===== src/hw/rtl/apg_pkg.sv =====
// Shared types and constants for the 2x2 stride-2 average pooling block.
// No dependencies; used by apg_cfg, apg_ctrl and avg_pool_2x2_stride2.
package apg_pkg;

    localparam int CFG_W      = 11;    // width of each configuration register
    localparam int CFG_ADDR_W = 4;     // byte address, registers at 4*i
    localparam int ROW_W      = 10;    // row counter, up to 1024 rows
    localparam int CHAN_W     = 10;    // channel counter, up to 1024 channels
    localparam int MAX_ROWS   = 1024;
    localparam int MAX_CHANS  = 1024;

    typedef enum logic [1:0] {
        REG_WIDTH,
        REG_HEIGHT,
        REG_CHANNELS
    } t_reg_idx;

    typedef struct packed {
        logic [CFG_W-1:0] width;
        logic [CFG_W-1:0] height;
        logic [CFG_W-1:0] channels;
    } t_cfg;

    // position of the pixel now at the input
    typedef struct packed {
        logic col_odd;
        logic row_odd;
        logic fin;       // closes the final window of the tensor
    } t_pos;

endpackage


===== src/hw/rtl/apg_ctrl.sv =====
// Raster position counters (column, row, channel), register clamping,
// line store index and final-window flag. Depends on apg_pkg.
module apg_ctrl #(
    parameter int MAX_WIDTH = 1024,
    localparam int COL_W    = $clog2(MAX_WIDTH),
    localparam int DEPTH    = MAX_WIDTH / 2,
    localparam int AW       = (DEPTH > 1) ? $clog2(DEPTH) : 1
) (
    input  logic          i_clk,
    input  logic          i_rst_n,
    input  apg_pkg::t_cfg i_cfg,
    input  logic          i_step,
    output apg_pkg::t_pos o_pos,
    output logic [AW-1:0] o_idx
);
    import apg_pkg::*;

    localparam int WB = $clog2(MAX_WIDTH + 1);
    localparam int WW = (WB > CFG_W) ? WB : CFG_W;

    logic [COL_W-1:0]  r_col;
    logic [ROW_W-1:0]  r_row;
    logic [CHAN_W-1:0] r_chan;
    logic [COL_W-1:0]  n_col;
    logic [ROW_W-1:0]  n_row;
    logic [CHAN_W-1:0] n_chan;

    logic [WW-1:0]    w_raw, w_eff, col_nx;
    logic [CFG_W-1:0] h_eff, c_eff, row_nx, chan_nx;
    logic             col_wrap, row_wrap, chan_wrap;
    logic [COL_W-1:0] half, half_adj;

    // clamp registers into their legal ranges
    always_comb begin
        w_raw = WW'(i_cfg.width);
        if (w_raw < WW'(2)) begin
            w_eff = WW'(2);
        end else if (w_raw > WW'(MAX_WIDTH)) begin
            w_eff = WW'(MAX_WIDTH);
        end else begin
            w_eff = w_raw;
        end
        if (i_cfg.height < CFG_W'(2)) begin
            h_eff = CFG_W'(2);
        end else if (i_cfg.height > CFG_W'(MAX_ROWS)) begin
            h_eff = CFG_W'(MAX_ROWS);
        end else begin
            h_eff = i_cfg.height;
        end
        if (i_cfg.channels < CFG_W'(1)) begin
            c_eff = CFG_W'(1);
        end else if (i_cfg.channels > CFG_W'(MAX_CHANS)) begin
            c_eff = CFG_W'(MAX_CHANS);
        end else begin
            c_eff = i_cfg.channels;
        end
    end

    assign col_nx    = WW'(r_col) + WW'(1);
    assign row_nx    = CFG_W'(r_row) + CFG_W'(1);
    assign chan_nx   = CFG_W'(r_chan) + CFG_W'(1);
    assign col_wrap  = col_nx >= w_eff;
    assign row_wrap  = row_nx >= h_eff;
    assign chan_wrap = chan_nx >= c_eff;

    always_comb begin
        n_col  = r_col;
        n_row  = r_row;
        n_chan = r_chan;
        if (i_step) begin
            if (col_wrap) begin
                n_col = '0;
                if (row_wrap) begin
                    n_row  = '0;
                    n_chan = chan_wrap ? '0 : chan_nx[CHAN_W-1:0];
                end else begin
                    n_row = row_nx[ROW_W-1:0];
                end
            end else begin
                n_col = col_nx[COL_W-1:0];
            end
        end
    end

    always_ff @(posedge i_clk) begin
        if (!i_rst_n) begin
            r_col  <= '0;
            r_row  <= '0;
            r_chan <= '0;
        end else begin
            r_col  <= n_col;
            r_row  <= n_row;
            r_chan <= n_chan;
        end
    end

    // one entry per column pair; folds back once for an odd maximum width
    assign half     = r_col >> 1;
    assign half_adj = (half >= COL_W'(DEPTH)) ? half - COL_W'(DEPTH) : half;
    assign o_idx    = half_adj[AW-1:0];

    assign o_pos.col_odd = r_col[0];
    assign o_pos.row_odd = r_row[0];
    assign o_pos.fin     = (CFG_W'(r_chan) == c_eff - CFG_W'(1)) &&
                           (CFG_W'(r_row) == {h_eff[CFG_W-1:1], 1'b0} - CFG_W'(1)) &&
                           (WW'(r_col) == {w_eff[WW-1:1], 1'b0} - WW'(1));

endmodule


===== config.mk =====
export PLATFORM = sky130hd
export DESIGN_NAME = apg_ctrl
export DESIGN_NICKNAME = d
export VERILOG_FILES = /design/src/hw/rtl/apg_pkg.sv /design/src/hw/rtl/apg_ctrl.sv
export SDC_FILE = /design/constraint.sdc
export NUM_CORES = 1
export LEC_CHECK = 0
export ABC_AREA = 1
export BUFFER_PORTS_ARGS = -buffer_cell sky130_fd_sc_hd__buf_2
export CAP_MARGIN = 0
export CORE_MARGIN = 4
export CORE_UTILIZATION = 25
export CTS_BUF_LIST = sky130_fd_sc_hd__clkbuf_8
export DETAILED_ROUTE_END_ITERATION = 6
export PLACE_DENSITY = 0.38
export SYNTH_ARGS = -nofsm -noshare
export SYNTH_HDL_FRONTEND = slang
export SYNTH_SLANG_ARGS = --single-unit

===== constraint.sdc =====
create_clock -name i_clk -period 3.8 [get_ports i_clk]
set_clock_uncertainty 0.05 [all_clocks]
set_input_delay 0.76 -clock i_clk [delete_from_list [all_inputs] [get_ports i_clk]]
set_output_delay 0.76 -clock i_clk [all_outputs]
set_load 0.01 [all_outputs]

==> reports/qor.txt <==
post-route setup slack - 0.210 ns
clock root buffer - clkbuf_8
clk buf depth - 2
critical path capture point - o_pos[0]
Logic pwr share - 34.4%
most common cell after layout, fill and taps aside - nand2_1
I/O pins - 48
Tot Pwr - 0.000946 W
Worst setup startpoint - i_cfg[25]
#FFs+latches synth - 30
Syn Nets - 726
vias per cell - 4.75
total wire length - 13300 µm
required time worst endpoint - 2.99 ns
grt met3 use - 3.17%
FP Rows - 45
Distinct cells, synth - 39
all-layer global routing usage - 15.8%
sw power - 0.000361 W
Slew Limit Fails - 0
top-area cell type share of the netlist area - 17.3%
Avg Cell Area, Syn - 5.93 µm²
Hold Buf Count CTS - 0
P_leak - 2.37 nW
initial drt markers - 316
final setup vio count - 0
Mapped Cells - 650
H-tree Lvls - 2
met1 GRT Util - 21.7%
area of the mapped netlist - 0.00386 mm²
Post-DRT Antenna Nets - 0
Die ar. - 0.0175 mm²
largest net degree at the start of global routing - 20
Flop pwr share - 34.6%
met2 usage - 25.3%
Synth warnings - 0
vias - 4315
routability cong. - 0.885
CP max FO - 3
clock latency on the worst-skew pair - 0.31 ns
Horiz. Die Dim - 132 µm
GRT busiest layer - met2
clock buffer count from CTS - 5
peak supply drop - 96.4 µV
fraction of layout cells with a size suffix above 1 - 16.8%
core footprint - 0.0151 mm²
Die Span Y - 132 µm
r2r endpoint - r_row[0]
Layout Nets - 796
most frequent cells in the layout - 176 x nand2_1, 81 x nor2_1, 79 x inv_1
min-delay worst type - flip-flop to flip-flop
antenna violations before repair - 0
Clock Power Share - 31.0%
vias in the first global route - 4229
CP Class - input port to primary output
Setup WS pre-CTS - 0.0465 ns
pwr dens - 206 mW/mm²
Post-Route Setup TNS - 0 ns
Worst setup EP type - primary output
total congestion overflow - 0
global-route wire length before repair - 22200 µm
Layout Utilization - 30.4%
synth top area cells - nand2_1 17%, dfxtp_1 16%, ha_1 13%, nor2_1 8.5%, nand3_1 7.8%
part of the cycle the worst path needs - 94.5%
DRT Pass-1 Iters - 5
MaxCap Viol Count - 0
internal reg-to-reg setup slack - 0.54 ns
Final Hold Viols - 0
CP arrival - 2.78 ns
drt wl/cell - 14.6 µm
worst-margin pin slew - 0.657 ns
worst r2r path cells - 18
post-synthesis sequential area ratio - 15.6%
status - finished clean
Int Pwr - 0.000585 W
clock sinks - 30
CTS tree - yes
clk slew on worst S/H paths - 0.07 ns
Initial Utilization - 25.5%
fill cell count - 1761
crit path launch type - input port
Final min period - 3.59 ns
Ant. Diodes - 0
# DRC - 0
port bufs - 47
cell accounting for the most synthesized area - nand2_1
Synth-to-Final Area Change - 19.3%
Worst R2R Start - r_col[1]
Sw Share - 38.1%
max frequency - 279 MHz
Max-slew headroom - 56.1%
HPWL after DPL - 11200 µm
==> worst min path at each step <==
stage / startpoint / end / slack (ns) / cells after the start
2_1_floorplan: r_chan[7] / r_chan[7] / 0.43 / 2
3_3_place_gp: r_col[9] / r_col[9] / 0.42 / 2
3_5_place_dp: r_col[9] / r_col[9] / 0.44 / 2
4_1_cts: r_col[9] / r_col[9] / 0.45 / 2
5_1_grt: r_col[9] / r_col[9] / 0.47 / 2
6_report: r_col[9] / r_col[9] / 0.44 / 2
==> registers in the layout, summed over array words and instances (netlist names) <==
register  cells
r_row        10
r_chan       10
r_col        10
==> power groups by stage <==
| stage | logic (W) | registers (W) | clock network [W] |
|---|---|---|---|
| after floorplan | 0.000200 | 0.000334 | 0 |
| after global placement | 0.000320 | 0.000335 | 0 |
| after detailed placement | 0.000321 | 0.000335 | 0 |
| after CTS | 0.000323 | 0.000327 | 0.000308 |
| after global routing | 0.000377 | 0.000329 | 0.000322 |
| final | 0.000326 | 0.000328 | 0.000293 |
==> cells by family (layout without fill, tap and decap cells) <==
logic type	count (synthesis)	count (layout)	synth area share, %
AOI/OAI and AO/OA	91	91	14.0
DFF	30	30	15.6
adders and majority gates	40	40	13.0
buffers and inverters	91	162	9.64
and+or+nand+nor	371	371	41.4
xor gates and xnor gates	27	27	6.49
==> metrics by stage <==
stage	cell area, µm²	std cells	hold WS (ns)
after floorplan	3860	650	0.428
after global placement	4440	900	0.421
after detailed placement	4440	900	0.436
after CTS	4530	908	0.448
after global routing	4600	909	0.466
final	4600	909	0.438
==> final cells by class <==
type / count / area, µm² / area share (%)
multi-input combinational: 529 / 2940 / 64.0
sequential: 30 / 601 / 13.1
timing repair buffer: 72 / 423 / 9.19
inverter: 82 / 308 / 6.69
tap: 188 / 235 / 5.11
clock buffer: 6 / 82.6 / 1.79
clock inverter: 2 / 8.76 / 0.190
==> synthesized netlist by cell type (all sizes together) <==
cell type,count
and2,2
nor2b,1
o21a,2
nand2,189
xnor2,2
inv,80
nor4,1
nor2,92
clkinv,2
or2,1
o211ai,2
a211oi,1
a21oi,38
xor2,24
o21ai,40
clkbuf,3
nand3b,5
o31ai,1
dfxtp,30
a31oi,1
xnor3,1
o41ai,3
nand3,62
nor3,9
o311ai,2
nand4,9
ha,40
buf,6
o21bai,1
==> worst max-delay path, stage by stage <==
cell	delay [ns]
buf_2	0.11
nor2_2	0.14
nand3_2	0.13
o21bai_4	0.15
a21oi_1	0.11
ha_1	0.34
nand2_1	0.07
o21ai_0	0.09
nor3_2	0.17
nand2_1	0.07
inv_1	0.05
nand2_1	0.05
nor2_2	0.07
nand3_1	0.06
nor2_1	0.09
nand3_1	0.08
nor2_2	0.11
buf_2	0.14
==> layer usage <==
metal	part of all wire [%]	up-vias
li1	-	2251
met2	45	83
met1	49	1965
met4	1.8	0
met5	0	-
met3	4.4	16
==> repair_timing <==
item                                   in CTS  in global routing
setup buffers                               0                  1
endpoints found under the hold margin       0                  0
setup endpoints to repair                   0                  1
gates resized for setup                     0                 15
Note: power is estimated with default switching activity, not from simulation.
