===== src/hw/rtl/apg_pkg.sv =====
// Shared types and constants for the 2x2 stride-2 average pooling block.
// No dependencies; used by apg_cfg, apg_ctrl and avg_pool_2x2_stride2.
package apg_pkg;

    localparam int CFG_W      = 11;    // width of each configuration register
    localparam int CFG_ADDR_W = 4;     // byte address, registers at 4*i
    localparam int ROW_W      = 10;    // row counter, up to 1024 rows
    localparam int CHAN_W     = 10;    // channel counter, up to 1024 channels
    localparam int MAX_ROWS   = 1024;
    localparam int MAX_CHANS  = 1024;

    typedef enum logic [1:0] {
        REG_WIDTH,
        REG_HEIGHT,
        REG_CHANNELS
    } t_reg_idx;

    typedef struct packed {
        logic [CFG_W-1:0] width;
        logic [CFG_W-1:0] height;
        logic [CFG_W-1:0] channels;
    } t_cfg;

    // position of the pixel now at the input
    typedef struct packed {
        logic col_odd;
        logic row_odd;
        logic fin;       // closes the final window of the tensor
    } t_pos;

endpackage


===== src/hw/rtl/apg_cfg.sv =====
// APB register file: width, height and channel count of the tensor.
// Depends on apg_pkg.
module apg_cfg (
    input  logic                           i_clk,
    input  logic                           i_rst_n,
    input  logic                           psel,
    input  logic                           penable,
    input  logic                           pwrite,
    input  logic [apg_pkg::CFG_ADDR_W-1:0] paddr,
    input  logic [31:0]                    pwdata,
    output logic [31:0]                    prdata,
    output logic                           pready,
    output apg_pkg::t_cfg                  o_cfg
);
    import apg_pkg::*;

    logic [CFG_W-1:0] r_width;
    logic [CFG_W-1:0] r_height;
    logic [CFG_W-1:0] r_channels;
    logic             wr;
    t_reg_idx         sel;

    assign pready = 1'b1;
    assign wr     = psel & penable & pwrite;
    assign sel    = t_reg_idx'(paddr[3:2]);

    always_ff @(posedge i_clk) begin
        if (!i_rst_n) begin
            r_width    <= CFG_W'(4);
            r_height   <= CFG_W'(4);
            r_channels <= CFG_W'(1);
        end else if (wr) begin
            case (sel)
                REG_WIDTH:    r_width    <= pwdata[CFG_W-1:0];
                REG_HEIGHT:   r_height   <= pwdata[CFG_W-1:0];
                REG_CHANNELS: r_channels <= pwdata[CFG_W-1:0];
                default: ;
            endcase
        end
    end

    always_comb begin
        case (sel)
            REG_WIDTH:    prdata = 32'(r_width);
            REG_HEIGHT:   prdata = 32'(r_height);
            REG_CHANNELS: prdata = 32'(r_channels);
            default:      prdata = 32'd0;
        endcase
    end

    assign o_cfg = '{width: r_width, height: r_height, channels: r_channels};

endmodule


===== config.mk =====
export PLATFORM = sky130hd
export DESIGN_NAME = apg_cfg
export DESIGN_NICKNAME = d
export VERILOG_FILES = /design/src/hw/rtl/apg_pkg.sv /design/src/hw/rtl/apg_cfg.sv
export SDC_FILE = /design/constraint.sdc
export NUM_CORES = 1
export LEC_CHECK = 0
export BUFFER_PORTS_ARGS = -buffer_cell sky130_fd_sc_hd__buf_2
export CAP_MARGIN = 40
export CORE_ASPECT_RATIO = 0.5
export CORE_MARGIN = 5
export CORE_UTILIZATION = 45
export CTS_CLUSTER_DIAMETER = 150
export DETAILED_ROUTE_END_ITERATION = 10
export GPL_ROUTABILITY_DRIVEN = 0
export PLACE_DENSITY_LB_ADDON = 0.12
export RECOVER_POWER = 50
export SYNTH_ARGS = -nofsm -noshare
export SYNTH_HDL_FRONTEND = slang
export SYNTH_SLANG_ARGS = --single-unit

===== constraint.sdc =====
create_clock -name i_clk -period 3.2 [get_ports i_clk]
set_input_delay 0.64 -clock i_clk [delete_from_list [all_inputs] [get_ports i_clk]]
set_output_delay 0.64 -clock i_clk [all_outputs]
set_load 0.05 [all_outputs]

==> out/metrics.csv, run 1 <==
metric,value,unit
ir_worst_vdd,202,uV
grt_pass1_vias,1326,
syn-mean-instance-area,8.86,sq um
die_y,53.1,um
slew_headroom,-15.4,%
endpoint_kind,primary output,
postPlaceCellArea,1900,sq um
max_freq,0.406,GHz
ys_warn_count,0,
initial_core_util,47.7,%
cp_top_family,buffers and inverters,
path_cells,buf_2 > nor2b_4 > nand2_1 > o21ai_0 > buf_2,
dieWidth,96.3,um
cts.sinks,33,
track_usage,16.1,%
slew_viol_final,46,
synth_cell_types,20,
dp_hpwl,2750,um
netlist_area,1680,sq um
rsz0062_at_grt,false,
cp_max_fo,16,
powerDensity,481,nW/um^2
hold_path_class,reg2reg,
ant_nets,0,
rows,15,
clk_latency,280,ps
hold_violations,0,
cts_buffers,5,
cts_max_path_buffers,2,
failed_checks,"capacitance limit, slew limit",
viasPerCell,4.68,
timing.final.crit_period,2460,ps
fin_cells,295,
arrival,1820,ps
leakage,0.000909,uW
clock_skew,0,ps
diodes,0,
core-area,3510,sq um
cts_root_buf,clkbuf_8,
fin_nets,285,
io_buffers,61,
critPathBufInv,2,
drv_cap,1,
antenna_found_initial,0,
area_delta_synth_final,17.6,%
fin_area,1970,sq um
tightest_slew,1730,ps
htree_levels,2,
clk_pin_slew,60,ps
critPathMaxStageDelay,420,ps
overflow,0,
drt_iter0_markers,48,
path_common_cell,buf_2,
netlist_instances,189,
critPathKind,in2out,
fillers,344,
die_area,5120,sq um
drcViolationCount,0,
dp.cells,288,
cts_tree,built,
setup_viol,0,
crit_slowest_cell,nor2b_4,
post_cts_buffers,0,
status,"complete, but fails checks",
postCtsHoldBufs,0,
critPathLaunchType,input pin,
routed_wl,3920,um
cp.required,2560,ps
ios,107,
vias,1381,
tns,0,ps
fin_crit_sh,77.0,%
post_drt_wl_per_cell,13.3,um
drive_above_1_share,18.4,%
cts_resized,0,
dr.pass1.iters,4,
ys_ff_latch,33,
grt_first_pass_wirelength,6220,um
grt_max_degree,46,
synth-seq-area-share,39.4,%
## area by class of cell
class / count / area, sq um / share of cell area, %
Sequential cell: 33 / 661 / 33.5
Timing Repair Buffer: 62 / 280 / 14.2
Clock inverter: 2 / 35.0 / 1.78
Clock buffer: 5 / 68.8 / 3.49
Inverter: 1 / 3.75 / 0.191
Tap cell: 51 / 63.8 / 3.24
Multi-Input combinational cell: 141 / 857 / 43.5
## metrics by stage
step	util (%)	hold WS (ps)	worst slack [ps]	power, uW
finish	56.1	472	735	948
global route	56.1	499	640	985
CTS	57.0	474	725	953
detailed placement	54.1	463	726	580
global placement	54.1	457	761	579
floorplan	-	679	350	575
## flip-flops by register name, summed over array words and instances (netlist names)
register,count
r_width,11
r_height,11
r_channels,11
## worst paths after layout
kind,start,to,slack [ps],depth (start not counted)
setup / recovery,paddr[3],prdata[10],740,5
hold / removal,r_width[10],r_width[10],470,2
hold reg to reg,r_width[10],r_width[10],470,2
setup reg to reg,r_channels[4],r_channels[4],2510,2
## report_power, final
part | leakage (uW) | internal [uW] | switching [uW]
registers | 0.000267 | 416 | 4.07
clock network | 0.0000540 | 226 | 151
logic | 0.000589 | 25.9 | 124
total | 0.000909 | 668 | 279
## cell families after synthesis
family / share of synthesized area [%]
and+or+nand+nor: 16.5
muxes: 25.7
buffers and inverters: 14.2
DFF: 39.4
AOI/OAI and AO/OA: 3.73
other: 0.448
## per-layer routing
layer	track usage, %	share of wire (%)	vias up
met5	0	0	-
met4	4.19	1.0	0
met3	5.11	9.6	7
met2	26.3	43	59
met1	20.5	47	625
li1	-	-	690
## synthesized netlist by cell type
cell,count,area [sq um]
or3_1,1,6.26
nand2_1,52,195
dfxtp_1,33,661
buf_2,4,20.0
and2_1,1,6.26
nor2b_4,1,13.8
nand3b_1,1,7.51
buf_4,23,173
nor3_1,1,5.00
conb_1,2,7.51
nand3_1,2,10.0
inv_1,1,3.75
nor2b_1,3,18.8
clkbuf_1,5,18.8
o211ai_1,1,7.51
nor3b_1,1,7.51
and3_1,1,6.26
o21ai_0,11,55.1
buf_6,2,22.5
mux2i_1,43,430
## worst register-to-register path, stage by stage (launching register included)
cell and delay, ps:
dfxtp_1 360, nand2_1 60, mux2i_1 190
## cells in the final DEF (no fill, tap or decap)
| cell | n |
|---|---|
| nand3b_1 | 1 |
| and2_1 | 1 |
| inv_1 | 1 |
| or3_1 | 1 |
| o211ai_1 | 1 |
| buf_2 | 35 |
| and3_1 | 1 |
| conb_1 | 22 |
| nor2b_4 | 1 |
| clkinv_2 | 1 |
| bufinv_16 | 1 |
| dfxtp_1 | 33 |
| nand3_1 | 2 |
| nor3b_2 | 1 |
| clkbuf_8 | 5 |
| nor2b_1 | 3 |
| mux2i_1 | 43 |
| o21ai_0 | 11 |
| buf_4 | 1 |
| nand2_1 | 52 |
| clkbuf_1 | 26 |
| nor3_1 | 1 |
Power figures use the tool's default switching activity.
==> run 2, diff against run 1 <==
CORE_UTILIZATION = 38   (was 45)
clock period = 2.15 ns   (was 3.2 ns; I/O delays follow)
==> out/metrics.csv, run 2 (synthesis results as in run 1) <==
metric,value,unit
status,"complete, no violations",
cp-endpoint,prdata[0],
ant_nets,0,
top_regs,"r_channels x11, r_height x11, r_width x11",
rsz0062_at_grt,false,
crit_slowest_cell,nor2b_4,
p_sw,396,uW
timing.final.crit_period,2000,ps
core-area,4340,sq um
grt_max_degree,42,
vias,1389,
grt_first_pass_wirelength,6240,um
die_area,5920,sq um
track_usage,13.0,%
tightest_slew,797,ps
final_common_cell,nand2_1,
leakage,0.000895,uW
fin_crit_sh,93.1,%
r2r_slack,1500,ps
postPlaceCellArea,1940,sq um
dieWidth,104,um
use_met3,3.84,%
endpoint_kind,primary output,
path_cells,buf_2 > nor2b_4 > nand2_1 > o21ai_1 > buf_2,
drt_iter0_markers,35,
drv_cap,0,
swShare,31.2,%
worst_hold_slack,432,ps
critPathKind,in2out,
viasPerCell,4.57,
dp_hpwl,2890,um
cts_buffers,5,
fin_area,1960,sq um
cp_top_family,buffers and inverters,
critPathBufInv,2,
ir_worst_vdd,225,uV
critPathLaunchType,input pin,
cts.sinks,33,
worstRegToRegCells,2,
path_common_cell,buf_2,
arrival,1570,ps
met2_usage,20.6,%
cp_max_fo,16,
cts_max_path_buffers,2,
cts_tree,built,
final_cell_mix,"nand2_1, mux2i_1, buf_2, dfxtp_1, clkbuf_1",
max_freq,0.500,GHz
critPathLaunch,paddr[2],
powerDensity,648,nW/um^2
post_drt_wl_per_cell,13.3,um
postCtsHoldBufs,0,
grt_pass1_vias,1243,
clk_latency,280,ps
pwr-share-clk,32.8,%
drive_above_1_share,17.4,%
routed_wl,4030,um
overflow,0,
use_met1,17.1,%
seqPwrFrac,49.3,%
die_y,57.0,um
dr.pass1.iters,5,
tns,0,ps
combPwrFrac,18.0,%
min_path_cells,3,
hold_path_class,in2reg,
cts_resized,0,
intPower,873,uW
initial_core_util,38.6,%
setup_viol,0,
rows,17,
fin_nets,289,
ios,107,
htree_levels,2,
reg2reg_to,r_channels[0],
area_delta_synth_final,17.0,%
cts_root_buf,clkbuf_8,
clock_skew,0,ps
slew_headroom,46.8,%
drcViolationCount,0,
gr-max-usage-layer,met2,
slew_viol_final,0,
post_cts_buffers,0,
critPathMaxStageDelay,380,ps
diodes,0,
worstReg2RegStart,r_channels[0],
antenna_found_initial,0,
crit_cells,5,
clk_pin_slew,60,ps
io_buffers,61,
hold_violations,0,
cp.required,1720,ps
## run 2: layer usage
metal	vias up	routed length [um]
met3	2	276
met1	640	1910
met5	-	0
li1	698	-
met2	49	1820
met4	0	23
## run 2: metrics by stage
stage / std cells / util [%] / total power, uW / setup slack (ps)
final: 304 / 45.2 / 1270 / 148
after global routing: 304 / 45.2 / 1330 / 91.8
after CTS: 304 / 46.3 / 1290 / 151
after detailed placement: 298 / 44.6 / 870 / 59.3
after global placement: 298 / 44.6 / 868 / 114
after floorplan: 209 / - / 857 / 94.3
## run 2: cell type report
| class | count | area (sq um) |
|---|---|---|
| clock buffer | 5 | 68.8 |
| tap | 57 | 71.3 |
| multi-input combinational | 141 | 852 |
| inverter | 1 | 3.75 |
| fill | 454 | 2380 |
| sequential | 33 | 661 |
| timing repair buffer | 66 | 298 |
| clock inverter | 1 | 5.00 |
## run 2: worst min-delay path: cells and delay by family
| family | cells | cell delay, ps |
|---|---|---|
| multiplexers | 1 | 60 |
| buffers and inverters | 1 | 110 |
| AND/OR/NAND/NOR | 1 | 60 |
## run 2: power groups by stage
stage	Sequential (uW)	Combinational, uW	Clock, uW
6_report	626	228	416
2_1_floorplan	667	190	0
5_1_grt	626	240	459
4_1_cts	625	232	432
3_3_place_gp	639	229	0
3_5_place_dp	639	231	0
## run 2: how the worst min path moves through the flow
| stage | from | to | slack (ps) |
|---|---|---|---|
| 2_1_floorplan | pwdata[2] | r_channels[2] | 570 |
| 3_3_place_gp | r_width[9] | r_width[9] | 460 |
| 3_5_place_dp | r_channels[10] | r_channels[10] | 460 |
| 4_1_cts | pwdata[2] | r_channels[2] | 420 |
| 5_1_grt | pwdata[2] | r_channels[2] | 430 |
| 6_report | pwdata[2] | r_channels[2] | 430 |
